===== src/hdl/w3f_pkg.sv =====
// Package for the 3x3 sobel/sharpen window filter.
// Holds payload types, register indexes and the pixel constants; no dependencies.
package w3f_pkg;

  localparam int unsigned PIX_W = 8;
  localparam int unsigned SIZE_W = 12;
  localparam logic [7:0] PIX_MAX = 8'd255;

  typedef enum logic [1:0] {
    REG_WIDTH  = 2'd0,
    REG_HEIGHT = 2'd1,
    REG_FILTER = 2'd2,
    REG_COLOR  = 2'd3
  } reg_idx_t;

  typedef struct packed {
    logic [7:0] chan0;
    logic [7:0] chan1;
    logic [7:0] chan2;
    logic       is_pad;
  } pix_in_t;

  typedef struct packed {
    logic [7:0] out0;
    logic [7:0] out1;
    logic [7:0] out2;
    logic       end_of_image;
  } pix_out_t;

  typedef struct packed {
    logic [1:0]  index;
    logic [11:0] data;
  } cfg_wr_t;

  typedef struct packed {
    logic       sharpen;
    logic       color;
    logic       last;
  } ctl_t;

endpackage


===== src/hdl/w3f_isqrt.sv =====
// Pipelined integer square root, two result bits per stage, saturated to 255.
// Depends on w3f_pkg; stage enables come from the lane owner.
module w3f_isqrt (
  input  logic        clk,
  input  logic [3:0]  en,
  input  logic [20:0] sq,
  output logic [7:0]  root
);
  // radicand up to 2*1020^2; anything at or above 2^16 saturates, so the
  // stages work on the low 16 bits and carry a saturate flag
  logic [15:0] rem_q [1:3];
  logic [7:0]  res_q [1:4];
  logic        sat_q [1:4];
  logic [15:0] rem_i [0:3];
  logic [7:0]  res_i [0:3];
  logic        sat_i [0:3];
  logic [15:0] rem_n [0:3];
  logic [7:0]  res_n [0:3];

  always_comb begin
    rem_i[0] = sq[15:0];
    res_i[0] = '0;
    sat_i[0] = |sq[20:16];
    for (int s = 1; s < 4; s++) begin
      rem_i[s] = rem_q[s];
      res_i[s] = res_q[s];
      sat_i[s] = sat_q[s];
    end
  end

  always_comb begin
    for (int s = 0; s < 4; s++) begin
      logic [15:0] r;
      logic [7:0]  q;
      logic [17:0] t;
      r = rem_i[s];
      q = res_i[s];
      for (int k = 0; k < 2; k++) begin
        t = ({10'd0, q} << (8 - 2 * s - k)) + (18'd1 << (2 * (7 - 2 * s - k)));
        if ({2'd0, r} >= t) begin
          r = r - t[15:0];
          q = q | (8'd1 << (7 - 2 * s - k));
        end
      end
      rem_n[s] = r;
      res_n[s] = q;
    end
  end

  always_ff @(posedge clk) begin
    for (int s = 0; s < 3; s++) begin
      if (en[s]) rem_q[s+1] <= rem_n[s];
    end
    for (int s = 0; s < 4; s++) begin
      if (en[s]) begin
        res_q[s+1] <= res_n[s];
        sat_q[s+1] <= sat_i[s];
      end
    end
  end

  assign root = sat_q[4] ? w3f_pkg::PIX_MAX : res_q[4];
endmodule


===== src/hdl/w3f_lane.sv =====
// One channel lane: sobel gradients and sharpen sum, then root and clamp.
// Depends on w3f_pkg and w3f_isqrt; a 6-stage pipeline moved by en.
module w3f_lane (
  input  logic        clk,
  input  logic [5:0]  en,
  input  logic        sharpen,
  input  logic [71:0] win,
  output logic [7:0]  pix
);
  logic [7:0] p [0:8];
  logic signed [11:0] gx, gy, sh;
  logic [23:0] gx2, gy2;
  logic [20:0] sq;
  logic        shp [0:5];
  logic [7:0]  shv [1:5];
  logic [7:0]  root;

  always_comb begin
    for (int k = 0; k < 9; k++) p[k] = win[8*k +: 8];
  end

  assign gx2 = 24'(gx * gx);
  assign gy2 = 24'(gy * gy);

  always_ff @(posedge clk) begin
    if (en[0]) begin
      gx <= $signed({4'd0, p[0]}) - $signed({4'd0, p[2]})
          + $signed({3'd0, p[3], 1'b0}) - $signed({3'd0, p[5], 1'b0})
          + $signed({4'd0, p[6]}) - $signed({4'd0, p[8]});
      gy <= $signed({4'd0, p[0]}) + $signed({3'd0, p[1], 1'b0}) + $signed({4'd0, p[2]})
          - $signed({4'd0, p[6]}) - $signed({3'd0, p[7], 1'b0}) - $signed({4'd0, p[8]});
      sh <= $signed({4'd0, p[4]}) * 12'sd5 - $signed({4'd0, p[1]})
          - $signed({4'd0, p[3]}) - $signed({4'd0, p[5]}) - $signed({4'd0, p[7]});
      shp[0] <= sharpen;
    end
    if (en[1]) begin
      sq <= 21'(gx2) + 21'(gy2);
      shp[1] <= shp[0];
      shv[1] <= sh[11] ? 8'd0 : (sh > 12'sd255 ? w3f_pkg::PIX_MAX : sh[7:0]);
    end
    for (int s = 2; s < 6; s++) begin
      if (en[s]) begin
        shp[s] <= shp[s-1];
        shv[s] <= shv[s-1];
      end
    end
  end

  w3f_isqrt u_sqrt (.clk(clk), .en(en[5:2]), .sq(sq), .root(root));

  assign pix = shp[5] ? shv[5] : root;
endmodule


===== config.mk =====
export PLATFORM = sky130hd
export DESIGN_NAME = w3f_lane
export DESIGN_NICKNAME = d
export VERILOG_FILES = /design/src/hdl/w3f_pkg.sv /design/src/hdl/w3f_isqrt.sv /design/src/hdl/w3f_lane.sv
export SDC_FILE = /design/constraint.sdc
export NUM_CORES = 1
export LEC_CHECK = 0
export BUFFER_PORTS_ARGS = -buffer_cell sky130_fd_sc_hd__buf_4
export CORE_UTILIZATION = 62
export DETAILED_ROUTE_END_ITERATION = 7
export HOLD_SLACK_MARGIN = 0.1
export MAX_ROUTING_LAYER = met4
export PLACE_DENSITY = 0.8
export RECOVER_POWER = 50
export SYNTH_ARGS = -nofsm -noshare
export SYNTH_HDL_FRONTEND = slang
export SYNTH_HIERARCHICAL = 1
export SYNTH_SLANG_ARGS = --single-unit

===== constraint.sdc =====
create_clock -name clk -period 8.1 [get_ports clk]
set_input_delay 0.405 -clock clk [delete_from_list [all_inputs] [get_ports clk]]
set_output_delay 0.405 -clock clk [all_outputs]
set_load 0.03 [all_outputs]

==> summary.md <==
| Metric | Value |
|---|---|
| Final Critical Period | 7.03 ns |
| FF-to-FF End | sq[20] |
| H-tree depth reported by CTS | 4 |
| Run status | complete, but fails checks |
| CTS root buf | clkbuf_16 |
| Drt wl/cell | 16.9 microns |
| Die span in x | 183 microns |
| Failing checks | max-capacitance violations, max-slew violations |
| GPL Wtd Cong | 0.924 |
| Fin crit share | 86.8% |
| Min-delay src | sharpen |
| WHS Endpoint | shp[0] |
| Post-CTS sizing | 0 |
| Final setup violation count | 0 |
| Layout Nets | 2,547 |
| Mapped Avg Cell Area | 10.8 sq um |
| GR Overflow Total | 0 |
| Area Growth Syn to Fin | 7.83% |
| Synthesized cell area | 20,300 sq um |
| Routed vias | about 13k |
| Drt drc | 0 |
| CP Max Fanout | 20 |
| Startpoint types | flip-flop |
| Syn Inst Count | approximately 1.9k |
| Top cells by count, synth | inv_1 (495), fa_1 (327), ha_1 (184) |
| Worst-Margin Slew | 1.77 ns |
| Vias in the first global route | 14.1k |
| Starting DRT DRC Count | 640 |
| Core region area | 31,900 sq um |
| Num Clock Sinks | 175 |
| Diodes inserted | 0 |
| Worst EP arrival | roughly 7 ns |
| Initial antenna violation count | 0 |
| Yosys cell types | 70 |
| Synthesized Nets | 2,477 |
| Post-synthesis sequential area ratio | 25.9% |
| Max-Cap Viols | 4 |
| # rows | 65 |
| Post-synth top area share | between 30% and 40% |
| Synth warnings | 6 |
| WHS Path Cells | 1 |
| Largest net degree at the start of global routing | 38 |
| Final WL | 40,700 microns |
| Flop2flop setup slack | roughly 1.1 ns |
| Clk_lat worst skew | 0.45 ns |
| Vias per cell | 5.35 |
| Slew headroom | -17.8% |
| Crit path kind | flip-flop to flip-flop |
| Setup bufs post-CTS | 0 |
| Top_reg_cell synth | edfxtp_1 |
| Clock Pin Slew Worst Setup and Hold Paths | 0.07 ns |
| Routed Antenna Nets | 0 |
| TritonCTS clock tree | built |
| Final max-slew violation count | 124 |
| Post-synth EDFFs | between 150 and 200 |
| Tightest Hold Check Type | primary input to flip-flop |
| Initial Util | 63.7% |
| Hold Buf Count CTS | 0 |
| Global Route Usage Sum | 27.4% |
| Reg2Reg Launch Point | gy[11] |
| Synthesized flop and latch total | 175 |
| Crit path capture type | flip-flop |
| HPWL after DPL | 34,300 microns |
| CTS buffer count | 17 |
| DRT Pass-1 Iters | 5 |
| Layout cell share with drive strength beyond 1 | between 7 and 8% |
| Worst R2R Path Depth | 19 |
| Hold Fails Final Rpt | 0 |
| PortBufs | between 80 and 90 |
| Die area | 33,500 sq um |
| Required @ worst endpoint | 8.28 ns |
| Ys async rst share | 0% |
| Setup TNS Final | 0 ns |
| First-pass GRT wire length | 68,400 microns |
| IO Pins | 88 |
| Fmax | 0.142 GHz |
| Die height | 183 microns |
| Synth area leader | fa_1 |
| Most common cell in the netlist | inv_1 |
| RSZ-0062 raised after global routing | no |
| Worst-case clock skew | 0.0193 ns |
| Max Buffers Root-to-Sink | 2 |
| Largest cells by area after synthesis | fa_1 (32%), edfxtp_1 (26%), ha_1 (11%), inv_1 (9.2%), xnor2_1 (3.5%) |
==> worst max-delay path, stage by stage (launching register included) <==
cell	delay, ns
edfxtp_1	0.80
nand2_1	0.26
fa_1	0.85
inv_1	0.14
fa_1	0.53
fa_1	0.46
fa_1	0.58
fa_1	0.43
fa_1	0.49
inv_1	0.05
fa_1	0.48
inv_1	0.04
ha_1	0.33
nand3_1	0.10
a21oi_1	0.05
a221oi_1	0.50
nor2b_1	0.10
a21oi_1	0.24
o21ai_0	0.18
xnor2_1	0.16
==> kinds of logic (layout without fill, tap and decap cells) <==
kind of cell,Yosys count,in the layout,share of synthesized area [%]
buf+inv,532,615,9.97
flops,175,175,25.9
mux,20,20,1.11
fa+ha+maj,511,511,43.6
simple gates,361,361,8.99
compound gates,184,184,6.01
xor+xnor,103,103,4.44
==> how the worst max path moves through the flow <==
stage	startpoint	end	cells after the start
after detailed placement	gy[11]	sq[20]	19
after global placement	gy[11]	sq[20]	19
after global routing	gy[11]	sq[20]	19
after floorplan	gx[11]	sq[17]	23
final	gy[11]	sq[20]	19
after CTS	gy[11]	sq[20]	19
==> placed cells by master (no fill, tap or decap), drive strengths merged, types with 4 or more instances in the layout <==
cell type | netlist | routed
or3 | 7 | 7
nor2b | 25 | 25
nand4 | 5 | 5
a21o | 22 | 22
clkinv | 0 | 5
ha | 184 | 184
o31ai | 5 | 5
nor2 | 66 | 66
xor2 | 22 | 22
o21a | 11 | 11
clkbuf | 28 | 23
nand2b | 11 | 11
a21oi | 58 | 58
o211ai | 4 | 4
mux2 | 14 | 14
and2 | 58 | 58
and3 | 5 | 5
inv | 495 | 503
fa | 327 | 327
o21bai | 4 | 4
o21ai | 45 | 45
a2111oi | 5 | 5
edfxtp | 175 | 175
nor3 | 27 | 27
or2 | 16 | 16
xnor2 | 81 | 81
buf | 9 | 82
a31o | 5 | 5
nand2 | 111 | 111
nor4 | 7 | 7
nand3 | 9 | 9
mux2i | 6 | 6
==> state kept, by name, summed over array words and instances, names as in the netlist <==
register      count
u_sqrt/sat_q      4
shp               6
u_sqrt/rem_q     48
gy               12
gx               12
shv              40
sh               12
sq               21
u_sqrt/res_q     20
==> layout make-up <==
type | instances | area (sq um)
Fill cell | 2432 | 9990
Timing Repair Buffer | 88 | 642
Multi-Input combinational cell | 1179 | 13000
Clock buffer | 17 | 425
Sequential cell | 175 | 5260
Clock inverter | 15 | 144
Inverter | 495 | 1860
Tap cell | 435 | 544
==> per-layer routing <==
metal | vias to the layer above | GRT usage (%) | part of all wire (%)
met5 | - | - | 0
met4 | 0 | 10.1 | 3.2
met3 | 83 | 2.90 | 3.3
met2 | 299 | 50.2 | 55
met1 | 6439 | 31.0 | 39
li1 | 6034 | - | -
==> through the flow <==
stage	hold WS (ns)	instance area [sq um]	instances	setup WS, ns	util, %
after floorplan	0.400	20300	1886	1.60	-
after global placement	0.401	21300	2372	1.35	66.9
after detailed placement	0.405	21300	2372	1.10	66.9
after CTS	0.122	21900	2404	1.06	68.7
after global routing	0.145	21900	2404	0.675	68.7
final	0.165	21900	2404	1.07	68.7
Power is left out: the tool's default activity adds up to more than one toggle a clock period on the data nets, which glitch-free logic cannot reach.
